===== config.mk =====
export PLATFORM = sky130hd
export DESIGN_NAME = network_message_duplicate_filter_core
export DESIGN_NICKNAME = d
export VERILOG_FILES = /design/src/rtl/nmdf_pkg.sv /design/src/rtl/network_message_duplicate_filter_core.sv
export SDC_FILE = /design/constraint.sdc
export NUM_CORES = 2
export LEC_CHECK = 0
export BUFFER_PORTS_ARGS = -buffer_cell sky130_fd_sc_hd__clkbuf_2
export CAP_MARGIN = 20
export CORE_UTILIZATION = 45
export DETAILED_ROUTE_END_ITERATION = 6
export PLACE_DENSITY = 0.71
export SLEW_MARGIN = 20
export SYNTH_ARGS = -nofsm -noshare
export SYNTH_HDL_FRONTEND = slang
export SYNTH_SLANG_ARGS = --single-unit

===== constraint.sdc =====
create_clock -name clock -period 12.9 [get_ports clock]
set_clock_uncertainty 0.1 [all_clocks]
set_input_delay 1.29 -clock clock [delete_from_list [all_inputs] [get_ports clock]]
set_output_delay 1.29 -clock clock [all_outputs]
set_load 0.005 [all_outputs]

===== src/rtl/nmdf_pkg.sv =====
// Shared types and constants of the duplicate filter.
`timescale 1ns / 1ps

package nmdf_pkg;

   localparam int NODE_W   = 32;
   localparam int TIME_W   = 62;
   localparam int TOPIC_W  = 32;
   localparam int COUNT_W  = 32;
   localparam int VERD_W   = 3;
   localparam int CSR_IDX_W = 1;
   localparam int CSR_DAT_W = 62;

   localparam logic [TIME_W-1:0] WINDOW_RESET = 62'd5000000000;

   localparam logic [CSR_IDX_W-1:0] CSR_OWN_NODE      = 1'd0;
   localparam logic [CSR_IDX_W-1:0] CSR_RESYNC_WINDOW = 1'd1;

   localparam logic [VERD_W-1:0] VERD_OWN    = 3'd0;
   localparam logic [VERD_W-1:0] VERD_BADSUM = 3'd1;
   localparam logic [VERD_W-1:0] VERD_DUP    = 3'd2;
   localparam logic [VERD_W-1:0] VERD_REPORT = 3'd3;
   localparam logic [VERD_W-1:0] VERD_DATA   = 3'd4;
   localparam logic [VERD_W-1:0] VERD_NEG    = 3'd5;

   typedef enum logic [1:0] {
      ST_IDLE,
      ST_SCAN,
      ST_AGE
   } flt_state_type;

endpackage


===== src/rtl/network_message_duplicate_filter_core.sv =====
// Top level of the per-sender timestamp replay filter.
`timescale 1ns / 1ps

// Usage:
// An item (message header) is taken on a clock edge with start high and busy low.
// busy stays high while the sender table is searched. Each item gives exactly one
// result, shown on the rsp_ ports for one cycle while rsp_valid is high; the
// receiver must take it then.
// An own-node or bad-checksum item is answered in the cycle after it is taken.
// Otherwise the table is scanned one entry a cycle through the table memory's
// single read port. The scan stops at the first entry that holds the sender,
// whose stored timestamp is then judged; a new sender is answered once all
// used entries (up to MAX_SENDERS) are read. A single 62-bit subtract and
// compare judges the timestamp age.
// busy falls in the cycle the result is shown, so the next item may be taken then.
// csr_ writes (own node, resync window) take effect at once; make them only while idle.
// Reset (synchronous, active high) empties the table, clears the accepted
// count and own node, and restores the default window of 5e9 time units.
module network_message_duplicate_filter_core #(
   parameter int MAX_SENDERS = 32
) (
   input  logic                                    clock,
   input  logic                                    reset,
   input  logic                                    start,
   output logic                                    busy,
   input  logic signed [nmdf_pkg::NODE_W-1:0]      req_sender_node,
   input  logic        [nmdf_pkg::TIME_W-1:0]      req_sent_time,
   input  logic signed [nmdf_pkg::TOPIC_W-1:0]     req_topic,
   input  logic                                    req_checksum_ok,
   output logic                                    rsp_valid,
   output logic        [nmdf_pkg::VERD_W-1:0]      rsp_verdict,
   output logic                                    rsp_table_full,
   output logic        [nmdf_pkg::COUNT_W-1:0]     rsp_accepted_count,
   input  logic                                    csr_write_en,
   input  logic        [nmdf_pkg::CSR_IDX_W-1:0]   csr_index,
   input  logic        [nmdf_pkg::CSR_DAT_W-1:0]   csr_write_data
);

   localparam int CNT_W = $clog2(MAX_SENDERS + 1);
   localparam int IDX_W = (MAX_SENDERS > 1) ? $clog2(MAX_SENDERS) : 1;
   localparam logic [CNT_W-1:0] USED_MAX = CNT_W'(MAX_SENDERS);

   localparam int NW = nmdf_pkg::NODE_W;
   localparam int TW = nmdf_pkg::TIME_W;

   logic [NW-1:0] ids_mem   [MAX_SENDERS];
   logic [TW-1:0] times_mem [MAX_SENDERS];

   nmdf_pkg::flt_state_type state_ff, state_in;

   logic [CNT_W-1:0]   scan_ff, scan_in;
   logic [CNT_W-1:0]   used_ff, used_in;
   logic               pend_ff, pend_in;
   logic [IDX_W-1:0]   pidx_ff;
   logic [IDX_W-1:0]   hit_idx_ff, hit_idx_in;
   logic [NW-1:0]      rd_id_ff;
   logic [TW-1:0]      rd_time_ff;
   logic [NW-1:0]      who_ff;
   logic [TW-1:0]      when_ff;
   logic               topic_neg_ff, topic_zero_ff;
   logic [nmdf_pkg::COUNT_W-1:0] total_ff, total_in;
   logic [NW-1:0]      own_ff;
   logic [TW-1:0]      window_ff;

   logic                         rsp_valid_ff, rsp_valid_in;
   logic [nmdf_pkg::VERD_W-1:0]  rsp_verdict_ff, rsp_verdict_in;
   logic                         rsp_full_ff, rsp_full_in;
   logic [nmdf_pkg::COUNT_W-1:0] rsp_count_ff, rsp_count_in;

   logic               take;
   logic               issue;
   logic               hit;
   logic               rd_en;
   logic               id_we, time_we;
   logic [IDX_W-1:0]   wr_addr;
   logic [TW:0]        age;
   logic               older_ok;
   logic [nmdf_pkg::VERD_W-1:0] acc_verdict;

   assign take    = start && (state_ff == nmdf_pkg::ST_IDLE);
   assign issue   = (scan_ff < used_ff);
   assign hit     = pend_ff && (rd_id_ff == who_ff);
   assign rd_en   = (state_ff == nmdf_pkg::ST_SCAN) && !hit && issue;

   // shared age unit: stored minus new, borrow means the new one is newer
   assign age      = {1'b0, rd_time_ff} - {1'b0, when_ff};
   assign older_ok = !age[TW] && (age[TW-1:0] <= window_ff);

   always_comb begin
      if (topic_zero_ff) begin
         acc_verdict = nmdf_pkg::VERD_REPORT;
      end else if (topic_neg_ff) begin
         acc_verdict = nmdf_pkg::VERD_NEG;
      end else begin
         acc_verdict = nmdf_pkg::VERD_DATA;
      end
   end

   always_comb begin
      state_in       = state_ff;
      scan_in        = scan_ff;
      used_in        = used_ff;
      pend_in        = pend_ff;
      hit_idx_in     = hit_idx_ff;
      total_in       = total_ff;
      rsp_valid_in   = 1'b0;
      rsp_verdict_in = rsp_verdict_ff;
      rsp_full_in    = rsp_full_ff;
      rsp_count_in   = rsp_count_ff;
      id_we          = 1'b0;
      time_we        = 1'b0;
      wr_addr        = hit_idx_ff;
      unique case (state_ff)
         nmdf_pkg::ST_IDLE: begin
            if (take) begin
               if (req_sender_node == own_ff) begin
                  rsp_valid_in   = 1'b1;
                  rsp_verdict_in = nmdf_pkg::VERD_OWN;
                  rsp_full_in    = 1'b0;
                  rsp_count_in   = total_ff;
               end else if (!req_checksum_ok) begin
                  rsp_valid_in   = 1'b1;
                  rsp_verdict_in = nmdf_pkg::VERD_BADSUM;
                  rsp_full_in    = 1'b0;
                  rsp_count_in   = total_ff;
               end else begin
                  state_in = nmdf_pkg::ST_SCAN;
                  scan_in  = '0;
                  pend_in  = 1'b0;
               end
            end
         end
         nmdf_pkg::ST_SCAN: begin
            if (hit) begin
               hit_idx_in = pidx_ff;
               state_in   = nmdf_pkg::ST_AGE;
            end else if (!pend_ff && !issue) begin
               // new sender
               total_in       = total_ff + 1'b1;
               rsp_valid_in   = 1'b1;
               rsp_verdict_in = acc_verdict;
               rsp_count_in   = total_ff + 1'b1;
               state_in       = nmdf_pkg::ST_IDLE;
               if (used_ff >= USED_MAX) begin
                  rsp_full_in = 1'b1;
               end else begin
                  rsp_full_in = 1'b0;
                  id_we       = 1'b1;
                  time_we     = 1'b1;
                  wr_addr     = used_ff[IDX_W-1:0];
                  used_in     = used_ff + 1'b1;
               end
            end else begin
               pend_in = issue;
               if (issue) begin
                  scan_in = scan_ff + 1'b1;
               end
            end
         end
         nmdf_pkg::ST_AGE: begin
            rsp_valid_in = 1'b1;
            rsp_full_in  = 1'b0;
            state_in     = nmdf_pkg::ST_IDLE;
            if (older_ok) begin
               rsp_verdict_in = nmdf_pkg::VERD_DUP;
               rsp_count_in   = total_ff;
            end else begin
               time_we        = 1'b1;
               total_in       = total_ff + 1'b1;
               rsp_verdict_in = acc_verdict;
               rsp_count_in   = total_ff + 1'b1;
            end
         end
         default: begin
            state_in = nmdf_pkg::ST_IDLE;
         end
      endcase
   end

   always_ff @(posedge clock) begin
      if (reset) begin
         state_ff     <= nmdf_pkg::ST_IDLE;
         used_ff      <= '0;
         total_ff     <= '0;
         pend_ff      <= 1'b0;
         rsp_valid_ff <= 1'b0;
         own_ff       <= '0;
         window_ff    <= nmdf_pkg::WINDOW_RESET;
      end else begin
         state_ff     <= state_in;
         used_ff      <= used_in;
         total_ff     <= total_in;
         pend_ff      <= pend_in;
         rsp_valid_ff <= rsp_valid_in;
         if (csr_write_en) begin
            unique case (csr_index)
               nmdf_pkg::CSR_OWN_NODE:      own_ff    <= csr_write_data[NW-1:0];
               nmdf_pkg::CSR_RESYNC_WINDOW: window_ff <= csr_write_data[TW-1:0];
               default: begin
               end
            endcase
         end
      end
   end

   always_ff @(posedge clock) begin
      scan_ff        <= scan_in;
      hit_idx_ff     <= hit_idx_in;
      rsp_verdict_ff <= rsp_verdict_in;
      rsp_full_ff    <= rsp_full_in;
      rsp_count_ff   <= rsp_count_in;
      if (rd_en) begin
         pidx_ff <= scan_ff[IDX_W-1:0];
      end
      if (take) begin
         who_ff        <= req_sender_node;
         when_ff       <= req_sent_time;
         topic_zero_ff <= (req_topic == '0);
         topic_neg_ff  <= req_topic[nmdf_pkg::TOPIC_W-1];
      end
   end

   // sender table
   always_ff @(posedge clock) begin
      if (id_we) begin
         ids_mem[wr_addr] <= who_ff;
      end
      if (time_we) begin
         times_mem[wr_addr] <= when_ff;
      end
      if (rd_en) begin
         rd_id_ff   <= ids_mem[scan_ff[IDX_W-1:0]];
         rd_time_ff <= times_mem[scan_ff[IDX_W-1:0]];
      end
   end

   assign busy               = (state_ff != nmdf_pkg::ST_IDLE);
   assign rsp_valid          = rsp_valid_ff;
   assign rsp_verdict        = rsp_verdict_ff;
   assign rsp_table_full     = rsp_full_ff;
   assign rsp_accepted_count = rsp_count_ff;

endmodule


==> run summary <==
The floorplan step set the die height to 547 um. Setup repair after global routing left no endpoint under its margin. After detailed routing, the average wire length per cell comes to 30.9 um. The count of flip-flops with a built-in enable after synthesis was 3,250. The number of cells on the worst reg-to-reg path is 23.

The tightest min-delay check is of the register to register type. The final count of pins violating max slew is 0, and the share of flip-flops with an asynchronous set or reset after synthesis is 0%. From left edge to right edge, the die measures 547 um.

By area the synthesized netlist is led by sky130_fd_sc_hd__edfxtp_1 73%, sky130_fd_sc_hd__mux4_2 16%, sky130_fd_sc_hd__dfxtp_1 2.0%, sky130_fd_sc_hd__ha_1 1.3%, sky130_fd_sc_hd__xnor2_1 0.79%. At the end of the flow the core is filled with cells to 51.5%. Summing the areas of all compound-gate instances in the mapped netlist gives 2.38% of the synthesized area.

The number of failing hold endpoints at the final stage was 0; the remaining global-route overflow was 0. The run gives 25.6 mW as the total power of the final layout. The critical path is of the register to register type. The last weighted congestion value of the routability-driven placer is 0.900. TritonCTS built the clock tree.

The count of port buffers added during placement works out to 231. The average instance area after synthesis is 21.1 sq um. The clock period could shrink to 9.21 ns.

The most common cell in the synthesized netlist is sky130_fd_sc_hd__edfxtp_1. The run finished with clean final reports. The CTS sink count is 3,386.

STA classifies the critical path startpoint as a register. TritonCTS created 344 clock buffers. Static timing analysis puts the maximum clock frequency at 0.109 GHz.

The tools report the arrival time of data at the critical path endpoint as 9.60 ns. Ranked by instance count, the synthesized netlist is headed by 3,250 x sky130_fd_sc_hd__edfxtp_1, 940 x sky130_fd_sc_hd__mux4_2, 276 x sky130_fd_sc_hd__nand2_1, 214 x sky130_fd_sc_hd__clkbuf_1, 188 x sky130_fd_sc_hd__a21oi_1. At the placement stage, the worst setup path has a slack of 3.83 ns.

In this run the deepest clock path goes through 4 buffers. The count of filler cells inserted in the layout came out at 22,500. The worst-skew pair later-pin latency was 0.90 ns; the number of stages on the worst hold path was 0. The floorplan has 199 rows.

The depth of the CTS H-tree is 5. The worst hold path terminates at hit_idx_ff[3]. In this run, distinct cell masters in the synthesized netlist total 95.

After clock tree synthesis, the repair step resized 0 gates. The run gives 0.000112 V as the maximum vdd drop. Max-cap violations in this run came to 0.

Of the available clock period, the critical path in the final layout requires 71.4%. Along the worst path, the maximum fanout reaches 43. The post-CTS setup buffer count is 0, and the proportion of synthesized chip area in sequential cells is 74.9%. The final routed wirelength across all metal layers is 341 mm, and the adder-cell share of the synthesized area is 1.30%.

For this design the ratio of total power to cell area is 168 mW/mm^2. After clock tree synthesis, the clock-pin slew on the worst setup and hold paths is 0.06 ns. Number of nets at the end of the flow: 7,143. By area, the combinational part of the netlist is dominated by multiplexers.

The cell sitting at the root of the clock tree is a sky130_fd_sc_hd__clkbuf_16. For the hold buffer count at cts, the log shows 0. The total core area came out at 0.295 sq mm.

Startpoint of the worst-slack reg-to-reg timing path: when_ff[3]. The total iterations of the first detailed-routing run came out at 6. STA classifies the critical path endpoint as a register.

The cell area after synthesis came out at 0.134 sq mm. The run gives 3.69 ns as the worst setup slack for register-to-register paths. Data on the critical path is required at its endpoint by 13.29 ns.

Registers take 0.100 sq mm. The area of the multi-input gates came out at 0.0323 sq mm. The reported leakage power is 48.3 nW, and the via count of the first global-routing pass is 67,000.

The first global-routing pass estimated 484 mm of wire. In this run the biggest area consumer among cell types represents 72.9% of the synthesized area. Measured against the total synthesized area, the mux share comes to 16.6%.

The aggregate negative setup slack was 0 ns; the post-synthesis xor/xnor area fraction was 1.00%. The tools report the minimum setup slack in the final design as 3.69 ns. Summing the areas of all and, or, nand and nor instances in the mapped netlist gives 2.44% of the synthesized area. The logs give 22.5% for the total routing resource utilization after global routing and 6,339 for the instance count of the mapped netlist. The share of layout cells above drive strength 1 was 29.1%; the half-perimeter wire length after detailed placement was 191 mm.

The remaining routing DRC violations came out at 0. The Yosys step of the flow raised 0 warnings. For the via count of the routed design, the log shows 66,800. In this run the critical register-to-register path is captured at times_mem[8][51].

The total setup violations reported at the end of the flow was 0; the transition time of the tightest slew-check pin was 1.12 ns. The count of nets left with antenna violations once routing finished came out at 0. The most used flip-flop cell after synthesis is sky130_fd_sc_hd__edfxtp_1. In this run, synthesis produced a sequential element count of 3,386.

The floorplan step defined a die boundary enclosing 0.300 sq mm. The synthesis-to-layout area growth was 13.5%. Counting every net in the synthesized netlist gives 6,672.

The tools report the start point of the worst hold path as pidx_ff[3]. After the first detailed-routing iteration, the DRC count stood at 8,949. The worst slew margin relative to its limit is 25.2%, and the number of antenna violations at the first check in global routing is 23. Cell type contributing the most total cell area after synthesis: sky130_fd_sc_hd__edfxtp_1. Effective utilization at floorplan: 45.4%. Entering global routing, the biggest net connects 133 pins. Using the TritonRoute via totals, the vias-per-cell ratio works out to 6.06. For this design the top-level I/O count stands at 232.
cell families after synthesis:
kind of cell	Yosys count
xor gates and xnor gates	153
AOI/OAI and AO/OA	472
DFF	3386
buffers and inverters	454
muxes	1038
adders and majority gates	139
and+or+nand+nor	697
power breakdown:
group	leakage (nW)	internal [mW]	switching (mW)	total (mW)
logic	12.4	1.50	1.83	3.33
clock network	5.40	5.65	4.15	9.80
registers	30.4	12.3	0.138	12.5
total	48.3	19.5	6.12	25.6
worst max-delay path, cell delays in order, from the launching register on:
cell and delay [ns]:
sky130_fd_sc_hd__edfxtp_1 1.08, sky130_fd_sc_hd__inv_1 0.13, sky130_fd_sc_hd__ha_1 0.38, sky130_fd_sc_hd__o21ai_0 0.12
sky130_fd_sc_hd__o21ai_1 0.35, sky130_fd_sc_hd__a21boi_1 0.18, sky130_fd_sc_hd__o21ai_1 0.30, sky130_fd_sc_hd__nor3b_1 0.28
sky130_fd_sc_hd__nor3_2 0.09, sky130_fd_sc_hd__or4b_1 0.52, sky130_fd_sc_hd__a21oi_1 0.30, sky130_fd_sc_hd__a31o_2 0.25
sky130_fd_sc_hd__a221oi_1 0.10, sky130_fd_sc_hd__xnor2_1 0.15, sky130_fd_sc_hd__ha_1 0.31, sky130_fd_sc_hd__nand4_1 0.14
sky130_fd_sc_hd__nor4b_4 0.32, sky130_fd_sc_hd__nand3_1 0.22, sky130_fd_sc_hd__o211ai_1 0.63, sky130_fd_sc_hd__a22oi_4 0.23
sky130_fd_sc_hd__nor2b_2 0.41, sky130_fd_sc_hd__a41oi_4 0.43, sky130_fd_sc_hd__nor2_4 0.93, sky130_fd_sc_hd__buf_4 0.71
flip-flops by register name, indices dropped and copies added, names as in the netlist, 32 cells and up:
signal,cells
rd_id_ff,32
rd_time_ff,62
total_ff,32
ids_mem,1024
rsp_accepted_count,32
when_ff,62
times_mem,1984
who_ff,32
own_ff,32
window_ff,62
cells in the final DEF (no fill, tap or decap), types with 31 or more instances in the layout:
cell	count
sky130_fd_sc_hd__mux2_2	94
sky130_fd_sc_hd__inv_1	159
sky130_fd_sc_hd__o21ai_0	52
sky130_fd_sc_hd__nor3_1	31
sky130_fd_sc_hd__a21o_1	76
sky130_fd_sc_hd__clkbuf_1	84
sky130_fd_sc_hd__edfxtp_1	3250
sky130_fd_sc_hd__a21oi_1	188
sky130_fd_sc_hd__dfxtp_1	136
sky130_fd_sc_hd__nand4_1	46
sky130_fd_sc_hd__nor2_1	119
sky130_fd_sc_hd__clkbuf_2	230
sky130_fd_sc_hd__clkinv_2	58
sky130_fd_sc_hd__xor2_1	32
sky130_fd_sc_hd__mux4_2	940
sky130_fd_sc_hd__xnor2_1	121
sky130_fd_sc_hd__clkinv_1	60
sky130_fd_sc_hd__nor2_4	65
sky130_fd_sc_hd__clkbuf_16	352
sky130_fd_sc_hd__nand3_1	36
sky130_fd_sc_hd__buf_4	174
sky130_fd_sc_hd__nand2_1	275
sky130_fd_sc_hd__ha_1	138
per-stage QoR:
stage | std cells | instance area [sq um] | hold WS, ns
2_1_floorplan | 6339 | 134000 | 0.300
3_3_place_gp | 10400 | 141000 | 0.302
3_5_place_dp | 10400 | 141000 | 0.305
4_1_cts | 11000 | 152000 | 0.322
5_1_grt | 11000 | 152000 | 0.353
6_report | 11000 | 152000 | 0.322
area by class of cell:
type,count,area share (%)
antenna,8,0.0132
clock buffer,449,6.12
clock inverter,178,1.15
inverter,159,0.393
multi-input combinational,2499,21.3
sequential,3386,66.0
tap,3919,3.23
timing repair buffer,420,1.83
worst max-delay path by stage:
stage	start	to	slack, ns	cells after the start
2_1_floorplan	when_ff[9]	times_mem[6][0]	4.49	22
6_report	when_ff[3]	times_mem[8][51]	3.69	23
3_5_place_dp	when_ff[1]	times_mem[9][48]	3.83	23
4_1_cts	when_ff[1]	times_mem[8][52]	3.82	23
3_3_place_gp	when_ff[1]	times_mem[9][48]	4.04	23
5_1_grt	when_ff[1]	times_mem[8][52]	3.34	23
layer usage:
| metal | part of all wire, % | vias to the layer above | wire (um) | GRT usage (%) |
|---|---|---|---|---|
| met4 | 4.5 | 6 | 15300 | 9.23 |
| met3 | 8.8 | 589 | 30100 | 3.63 |
| li1 | - | 27200 | - | - |
| met1 | 38 | 35400 | 130000 | 30.7 |
| met2 | 48 | 3594 | 165000 | 36.4 |
| met5 | 0.0085 | - | 29 | 0 |
(Power assumes the default switching activity.)
